### config.mk
export PLATFORM = sky130hd
export DESIGN_NAME = can_id_mask_filter_dispatch
export DESIGN_NICKNAME = d
export VERILOG_FILES = /design/src/rtl/cmf_pkg.sv /design/src/rtl/cmf_table.sv /design/src/rtl/can_id_mask_filter_dispatch.sv
export SDC_FILE = /design/constraint.sdc
export NUM_CORES = 1
export LEC_CHECK = 0
export BUFFER_PORTS_ARGS = -buffer_cell sky130_fd_sc_hd__buf_2
export CAP_MARGIN = 5
export CORE_UTILIZATION = 65
export CTS_CLUSTER_DIAMETER = 200
export CTS_CLUSTER_SIZE = 12
export DETAILED_ROUTE_END_ITERATION = 16
export GPL_TIMING_DRIVEN = 0
export PLACE_DENSITY = 0.88
export RECOVER_POWER = 100
export SLEW_MARGIN = 10
export SYNTH_ARGS = -nofsm -noshare
export SYNTH_HDL_FRONTEND = slang
export SYNTH_SLANG_ARGS = --single-unit
### constraint.sdc
create_clock -name clock -period 5.6 [get_ports clock]
set_input_delay 0 -clock clock [delete_from_list [all_inputs] [get_ports clock]]
set_output_delay 0 -clock clock [all_outputs]
set_load 0.01 [all_outputs]
### src/rtl/cmf_pkg.sv
package cmf_pkg;

   // Function codes of an input beat
   localparam logic FUNC_FRAME = 1'b0;
   localparam logic FUNC_WRITE = 1'b1;

   // Result kinds
   localparam logic [1:0] KIND_MATCH = 2'd0;
   localparam logic [1:0] KIND_FAULT = 2'd1;
   localparam logic [1:0] KIND_DONE  = 2'd2;
   localparam logic [1:0] KIND_ACK   = 2'd3;

   // Upper bound on entries examined per frame (fits the 4-bit slot field)
   localparam int WALK_CAP = 16;

   typedef struct packed {
      logic        func;
      logic [10:0] frame_id;
      logic [3:0]  frame_length;
      logic [3:0]  entry_slot;
      logic [10:0] entry_ident;
      logic [10:0] entry_mask;
      logic [3:0]  entry_length;
      logic        entry_handled;
   } req_type;

   typedef struct packed {
      logic [1:0] kind;
      logic [3:0] matched_slot;
      logic       last;
   } rsp_type;

   // One filter table entry
   typedef struct packed {
      logic        handled;
      logic [3:0]  length;
      logic [10:0] mask;
      logic [10:0] ident;
   } entry_type;

   typedef enum logic [1:0] {
      ST_IDLE = 2'b01,
      ST_WALK = 2'b10
   } state_type;

endpackage

### src/rtl/cmf_table.sv
module cmf_table #(
   parameter  int DEPTH = 16,
   localparam int AW    = (DEPTH > 1) ? $clog2(DEPTH) : 1
) (
   input  logic                    clock,
   input  logic                    reset,
   input  logic                    wr_en,
   input  logic [AW-1:0]           wr_addr,
   input  cmf_pkg::entry_type      wr_data,
   input  logic [AW-1:0]           rd_addr,
   output cmf_pkg::entry_type      rd_data
);

   cmf_pkg::entry_type mem [DEPTH];
   logic [DEPTH-1:0]   valid_ff;
   cmf_pkg::entry_type rd_data_ff;
   logic               rd_valid_ff;

   // Storage array, registered read
   always_ff @(posedge clock) begin
      if (wr_en) begin
         mem[wr_addr] <= wr_data;
      end
      rd_data_ff <= mem[rd_addr];
   end

   // Written flags; an unwritten entry reads as zero
   always_ff @(posedge clock) begin
      if (reset) begin
         valid_ff    <= '0;
         rd_valid_ff <= 1'b0;
      end else begin
         if (wr_en) begin
            valid_ff[wr_addr] <= 1'b1;
         end
         rd_valid_ff <= valid_ff[rd_addr];
      end
   end

   assign rd_data = rd_valid_ff ? rd_data_ff : '0;

endmodule

### src/rtl/can_id_mask_filter_dispatch.sv
// CAN identifier/mask acceptance filter. A write beat loads one table entry
// and returns a single acknowledge in the cycle after acceptance. A frame beat
// walks entries 0 .. min(entries_in_use, TABLE_DEPTH, 16)-1, one entry per
// cycle while the result side does not stall, through the single read port of
// the filter table, whose read address runs one entry ahead of the entry being
// judged. It emits a match result for each handled hit, and ends with a length
// fault or a done result, so a frame holds the block from acceptance through
// the walked entries to the terminal result, plus any result side stalls. One
// item is worked on at a time; a new beat is taken once the terminal result is
// in the output register and that register can accept. Table entries read as
// zero until written; no clearing pass is needed after reset.
module can_id_mask_filter_dispatch #(
   parameter int TABLE_DEPTH = 16
) (
   input  logic             clock,
   input  logic             reset,
   input  logic             req_valid,
   output logic             req_stall,
   input  cmf_pkg::req_type req_data,
   output logic             rsp_valid,
   input  logic             rsp_stall,
   output cmf_pkg::rsp_type rsp_data,
   input  logic             csr_valid,
   output logic             csr_ready,
   input  logic [4:0]       csr_data
);

   localparam int         AW      = (TABLE_DEPTH > 1) ? $clog2(TABLE_DEPTH) : 1;
   localparam int         LIMIT   = (TABLE_DEPTH < cmf_pkg::WALK_CAP) ?
                                    TABLE_DEPTH : cmf_pkg::WALK_CAP;
   localparam logic [4:0] LIMIT_W = 5'(LIMIT);

   cmf_pkg::state_type state_ff, state_in;
   logic [4:0]         entries_ff;
   logic [4:0]         idx_ff, idx_in;
   logic [4:0]         n_ff, n_in;
   logic [10:0]        fid_ff, fid_in;
   logic [3:0]         flen_ff, flen_in;
   logic               rsp_valid_ff;
   cmf_pkg::rsp_type   rsp_data_ff, rsp_data_in;
   logic               rsp_load;

   logic               out_free;
   logic               req_acc;
   logic               tbl_wr_en;
   logic [AW-1:0]      tbl_wr_addr;
   cmf_pkg::entry_type tbl_wr_data;
   logic [AW-1:0]      tbl_rd_addr;
   cmf_pkg::entry_type entry;
   logic               hit;
   logic               len_ok;

   // Handshakes
   assign out_free  = !rsp_valid_ff || !rsp_stall;
   assign req_stall = !((state_ff == cmf_pkg::ST_IDLE) && out_free);
   assign req_acc   = req_valid && !req_stall;
   assign csr_ready = 1'b1;

   // Table write from a write beat; slots past the depth are dropped
   assign tbl_wr_en   = req_acc && (req_data.func == cmf_pkg::FUNC_WRITE) &&
                        (32'(req_data.entry_slot) < TABLE_DEPTH);
   assign tbl_wr_addr = AW'(req_data.entry_slot);
   assign tbl_wr_data = '{handled: req_data.entry_handled,
                          length:  req_data.entry_length,
                          mask:    req_data.entry_mask,
                          ident:   req_data.entry_ident};

   // Read one ahead: data next cycle belongs to idx_ff
   assign tbl_rd_addr = (idx_in < LIMIT_W) ? AW'(idx_in) : '0;

   cmf_table #(
      .DEPTH (TABLE_DEPTH)
   ) u_table (
      .clock   (clock),
      .reset   (reset),
      .wr_en   (tbl_wr_en),
      .wr_addr (tbl_wr_addr),
      .wr_data (tbl_wr_data),
      .rd_addr (tbl_rd_addr),
      .rd_data (entry)
   );

   // Entry judgement
   assign hit    = ((fid_ff & entry.mask) == entry.ident);
   assign len_ok = (entry.length == 4'd0) || (entry.length == flen_ff);

   // Sequencer
   always_comb begin
      state_in    = state_ff;
      idx_in      = idx_ff;
      n_in        = n_ff;
      fid_in      = fid_ff;
      flen_in     = flen_ff;
      rsp_load    = 1'b0;
      rsp_data_in = rsp_data_ff;
      case (state_ff)
         cmf_pkg::ST_IDLE: begin
            idx_in = 5'd0;
            if (req_acc) begin
               if (req_data.func == cmf_pkg::FUNC_WRITE) begin
                  rsp_load    = 1'b1;
                  rsp_data_in = '{kind: cmf_pkg::KIND_ACK,
                                  matched_slot: req_data.entry_slot, last: 1'b1};
               end else begin
                  fid_in   = req_data.frame_id;
                  flen_in  = req_data.frame_length;
                  n_in     = (entries_ff > LIMIT_W) ? LIMIT_W : entries_ff;
                  state_in = cmf_pkg::ST_WALK;
               end
            end
         end
         cmf_pkg::ST_WALK: begin
            if (out_free) begin
               if (idx_ff == n_ff) begin
                  rsp_load    = 1'b1;
                  rsp_data_in = '{kind: cmf_pkg::KIND_DONE,
                                  matched_slot: 4'd0, last: 1'b1};
                  state_in    = cmf_pkg::ST_IDLE;
                  idx_in      = 5'd0;
               end else if (hit && !len_ok) begin
                  rsp_load    = 1'b1;
                  rsp_data_in = '{kind: cmf_pkg::KIND_FAULT,
                                  matched_slot: idx_ff[3:0], last: 1'b1};
                  state_in    = cmf_pkg::ST_IDLE;
                  idx_in      = 5'd0;
               end else begin
                  if (hit && entry.handled) begin
                     rsp_load    = 1'b1;
                     rsp_data_in = '{kind: cmf_pkg::KIND_MATCH,
                                     matched_slot: idx_ff[3:0], last: 1'b0};
                  end
                  idx_in = idx_ff + 5'd1;
               end
            end
         end
         default: begin
            state_in = cmf_pkg::ST_IDLE;
            idx_in   = 5'd0;
         end
      endcase
   end

   // Control registers
   always_ff @(posedge clock) begin
      if (reset) begin
         state_ff     <= cmf_pkg::ST_IDLE;
         idx_ff       <= 5'd0;
         entries_ff   <= 5'd0;
         rsp_valid_ff <= 1'b0;
      end else begin
         state_ff <= state_in;
         idx_ff   <= idx_in;
         if (csr_valid && csr_ready) begin
            entries_ff <= csr_data;
         end
         if (rsp_load) begin
            rsp_valid_ff <= 1'b1;
         end else if (!rsp_stall) begin
            rsp_valid_ff <= 1'b0;
         end
      end
   end

   // Payload registers
   always_ff @(posedge clock) begin
      n_ff    <= n_in;
      fid_ff  <= fid_in;
      flen_ff <= flen_in;
      if (rsp_load) begin
         rsp_data_ff <= rsp_data_in;
      end
   end

   assign rsp_valid = rsp_valid_ff;
   assign rsp_data  = rsp_data_ff;

   // Checks
   a_frame_starts_walk: assert property (@(posedge clock) disable iff (reset)
      req_acc && (req_data.func == cmf_pkg::FUNC_FRAME) |=> state_ff == cmf_pkg::ST_WALK)
      else $error("frame beat did not start a walk");

   a_idx_bounded: assert property (@(posedge clock) disable iff (reset)
      (state_ff == cmf_pkg::ST_WALK) |-> (idx_ff <= n_ff) && (n_ff <= LIMIT_W))
      else $error("walk index beyond entry count");

   a_nonlast_is_match: assert property (@(posedge clock) disable iff (reset)
      rsp_valid_ff && !rsp_data_ff.last |-> rsp_data_ff.kind == cmf_pkg::KIND_MATCH)
      else $error("non-final result is not a match");

   a_load_only_free: assert property (@(posedge clock) disable iff (reset)
      rsp_load |-> out_free)
      else $error("result register overwritten while held");

endmodule

==> flow_summary_export.csv <==
group,metric,value,unit
synth,netlist_instances,1234,
global_routing,grt_util_all_layers,34.0,%
die,rows,64,
power,cellPowerDensity,325,mW/mm²
synth,yosysWarnings,0,
die,design.core.area,0.0307,mm²
timing,setup_viol,0,
place,place.gp.congestion,0.877,
finish,drive_gt1_share,10.2,%
timing,rsz0062_at_grt,"false",
power,power.leakage,7.73,nW
power,sw_frac_of_total,20.7,%
global_routing,grt_use_met2,54.3,%
cts,clockRootBuffer,"clkbuf_16",
power,seq_power_share,56.6,%
hold_path,hp-start,"rsp_stall",
finish,syn_to_final_growth,13.8,%
synth,syn_area,0.0203,mm²
power,pwr-share-comb,3.4,%
timing,hold_violations,0,
job,maxCapViolCount,11,
die,pin_count,67,
die,die_w,179,µm
detailed_routing,route.vias.total,12500,
timing,fin_crit_sh,82.5,%
cts,clk_pin_slew,0.07,ns
finish,fin_util,75.5,%
worst_setup_path,worst-path-max-fanout,10,
cts,cts_tree,"done",
power,p_switching,1.56,mW
cts,numClockSinks,516,
finish,final_common_cell,"edfxtp_1",
cts,insertion_delay,0.57,ns
detailed_routing,via_per_inst,6.68,
worst_setup_path,crit_type,"reg2reg",
detailed_routing,wl,52.7,mm
power,ir_drop,0.286,mV
global_routing,busiest_layer,"met2",
status,status,"finished with violations",
cts,clockBufferDepth,3,
synth,synth_edf_count,459,
worst_setup_path,crit_arrival,5.04,ns
finish,antenna_cells,0,
detailed_routing,drt_iter0_drc,1690,
cts,ctsResizeCount,0,
synth,synth_nets,1294,
global_routing,antenna_found_initial,0,
timing,fin_setup_tns,0,ns
place,dpl-instance-area,0.0217,mm²
global_routing,met3_usage,8.21,%
synth,synth_ff_type,"edfxtp_1",
worst_setup_path,crit_required,6.02,ns
power,clkPwrFrac,40.0,%
power,p_int,5.97,mW
global_routing,grt_overflow,0,
global_routing,use_met1,43.0,%
finish,finalNetCount,1493,
detailed_routing,first_pass_iters,6,
die,dieArea,0.0320,mm²
global_routing,grt_pass1_wl,77.8,mm
finish,layout.cells.non_filler,1867,
synth,synth_area_per_cell,16.5,µm²
synth,synthArstFlopShare,0,%
place,portBuffers,63,
synth,ys_ff_latch,516,
worst_setup_path,worstSetupStartpoint,"fid_ff[3]",
detailed_routing,route.detailed.drc,0,
global_routing,grt_max_degree,21,
place,dp.cells,1719,
finish,finalInstanceArea,0.0231,mm²
place,place_hpwl,31.2,mm
cts,numCtsBuffers,48,
die,start_util,66.3,%
timing,final.min_clock_period,4.62,ns
detailed_routing,ant_nets,0,
cts,htree_levels,2,
synth,ys_seq_area_share,73.4,%
hold_path,min_path_type,"in2reg",
timing,finalMaxSlewViolations,161,
timing,fmax,0.216,GHz
worst_setup_path,setup.worst_path.start_class,"flip-flop",
global_routing,grt_pass1_vias,12900,
cts,cts_setup_buffers,0,
timing,tightestPinTransition,1.77,ns
detailed_routing,routedWlPerCell,28.2,µm
worst_setup_path,end_kind,"flip-flop",
timing,finClkSkew,0.0225,ns
die,die_y,179,µm
synth,synth_cell_types,54,
timing,slew_headroom,-18.4,%
status,violations,"max-capacitance violations, max-slew violations",
finish,mostFrequentLayoutCells,"edfxtp_1, mux2i_1, clkbuf_1, nor2_1, dlygate4sd3_1",
cts,cts-hold-fix-buffers,60,
worst_setup_path,r2r-start,"fid_ff[3]",
## layout make-up
cell class	instances	area, µm²
flip-flops and latches	516	14900
fillers	1652	7520
multi-input cells	647	4960
clock buffers	86	1370
repair buffers	149	965
well taps	396	495
plain buffers	62	383
inverters	9	33.8
clock inverters	2	17.5
## cells by family (layout without fill, tap and decap cells)
logic type	count (synthesis)	in the layout	synth area share, %
and+or+nand+nor	192	192	4.52
DFF	516	516	73.4
xor gates and xnor gates	8	8	0.345
buffers and inverters	71	308	2.07
adders and majority gates	3	3	0.185
other	1	1	0.0184
muxes	256	256	12.8
AOI/OAI and AO/OA	187	187	6.71
## critical path: stages (launching register included)
cell and delay, ns:
edfxtp_1 0.43, a21oi_1 0.19, o21ai_0 0.22, or4_1 0.75, o31ai_1 0.86, o31ai_1 0.18, nand2_1 0.31, buf_6 0.25
clkbuf_1 0.64, mux2i_1 0.21, a22oi_1 0.27, o211ai_1 0.16
## power by group through the flow
stage | clock, mW | sequential, mW | combinational (mW)
finish | 3.01 | 4.26 | 0.259
global route | 3.16 | 4.26 | 0.276
CTS | 2.98 | 4.26 | 0.267
detailed placement | 0 | 4.34 | 0.229
global placement | 0 | 4.34 | 0.200
floorplan | 0 | 4.33 | 0.108
## flip-flops by register name, summed over array words and instances, names as in the netlist
register / cells
entries_ff: 5
rsp_data: 7
rsp_valid: 1
n_ff: 5
idx_ff: 5
u_table.valid_ff: 16
u_table.rd_valid_ff: 1
state_ff: 2
u_table.mem: 432
fid_ff: 11
u_table.rd_data_ff: 27
flen_ff: 4
## Yosys cell counts, types with 2 or more instances
| library cell | number | area (µm²) |
|---|---|---|
| nor3_1 | 6 | 30.0 |
| dfxtp_1 | 57 | 1140 |
| a22oi_1 | 29 | 218 |
| ha_1 | 3 | 37.5 |
| nor2b_1 | 33 | 206 |
| nor2_2 | 2 | 12.5 |
| nor4bb_1 | 2 | 20.0 |
| xor2_1 | 5 | 43.8 |
| nand4_1 | 3 | 18.8 |
| o22ai_1 | 6 | 37.5 |
| nand2_1 | 56 | 210 |
| o211ai_1 | 30 | 225 |
| buf_4 | 5 | 37.5 |
| a211oi_1 | 30 | 225 |
| and2_1 | 2 | 12.5 |
| nand3_1 | 6 | 30.0 |
| inv_1 | 9 | 33.8 |
| buf_2 | 18 | 90.1 |
| xnor2_1 | 3 | 26.3 |
| o21ai_0 | 32 | 160 |
| clkbuf_1 | 23 | 86.3 |
| nand2_2 | 2 | 12.5 |
| a21oi_1 | 17 | 85.1 |
| a211o_1 | 28 | 245 |
| and3_1 | 11 | 68.8 |
| mux2i_1 | 227 | 2270 |
| mux2_2 | 29 | 327 |
| nor2_1 | 60 | 225 |
| edfxtp_1 | 459 | 13800 |
| o22a_1 | 2 | 17.5 |
| nand2b_1 | 2 | 12.5 |
| buf_6 | 15 | 169 |
## per-layer routing
metal	part of all wire [%]	routed length, µm
met1	35	18300
met2	48	25300
met3	12	6100
met4	5.6	2970
met5	0	0
## per-stage QoR
stage | hold WS, ns | setup WS (ns) | total power, mW
6_report | 0.106 | 0.978 | 7.53
3_5_place_dp | 0.178 | 1.93 | 4.57
3_3_place_gp | 0.176 | 0.120 | 4.54
2_1_floorplan | 0.0989 | 2.33 | 4.44
5_1_grt | 0.139 | 0.820 | 7.70
4_1_cts | 0.0556 | 1.88 | 7.50
## path summary, 6_finish.rpt
check	slack (ns)	cells past startpoint	end
max reg2reg	0.98	11	u_table.rd_data_ff[23]
min	0.11	5	idx_ff[2]
max	0.98	11	u_table.rd_data_ff[23]
min reg2reg	0.48	2	u_table.valid_ff[4]
(Power assumes the default switching activity.)
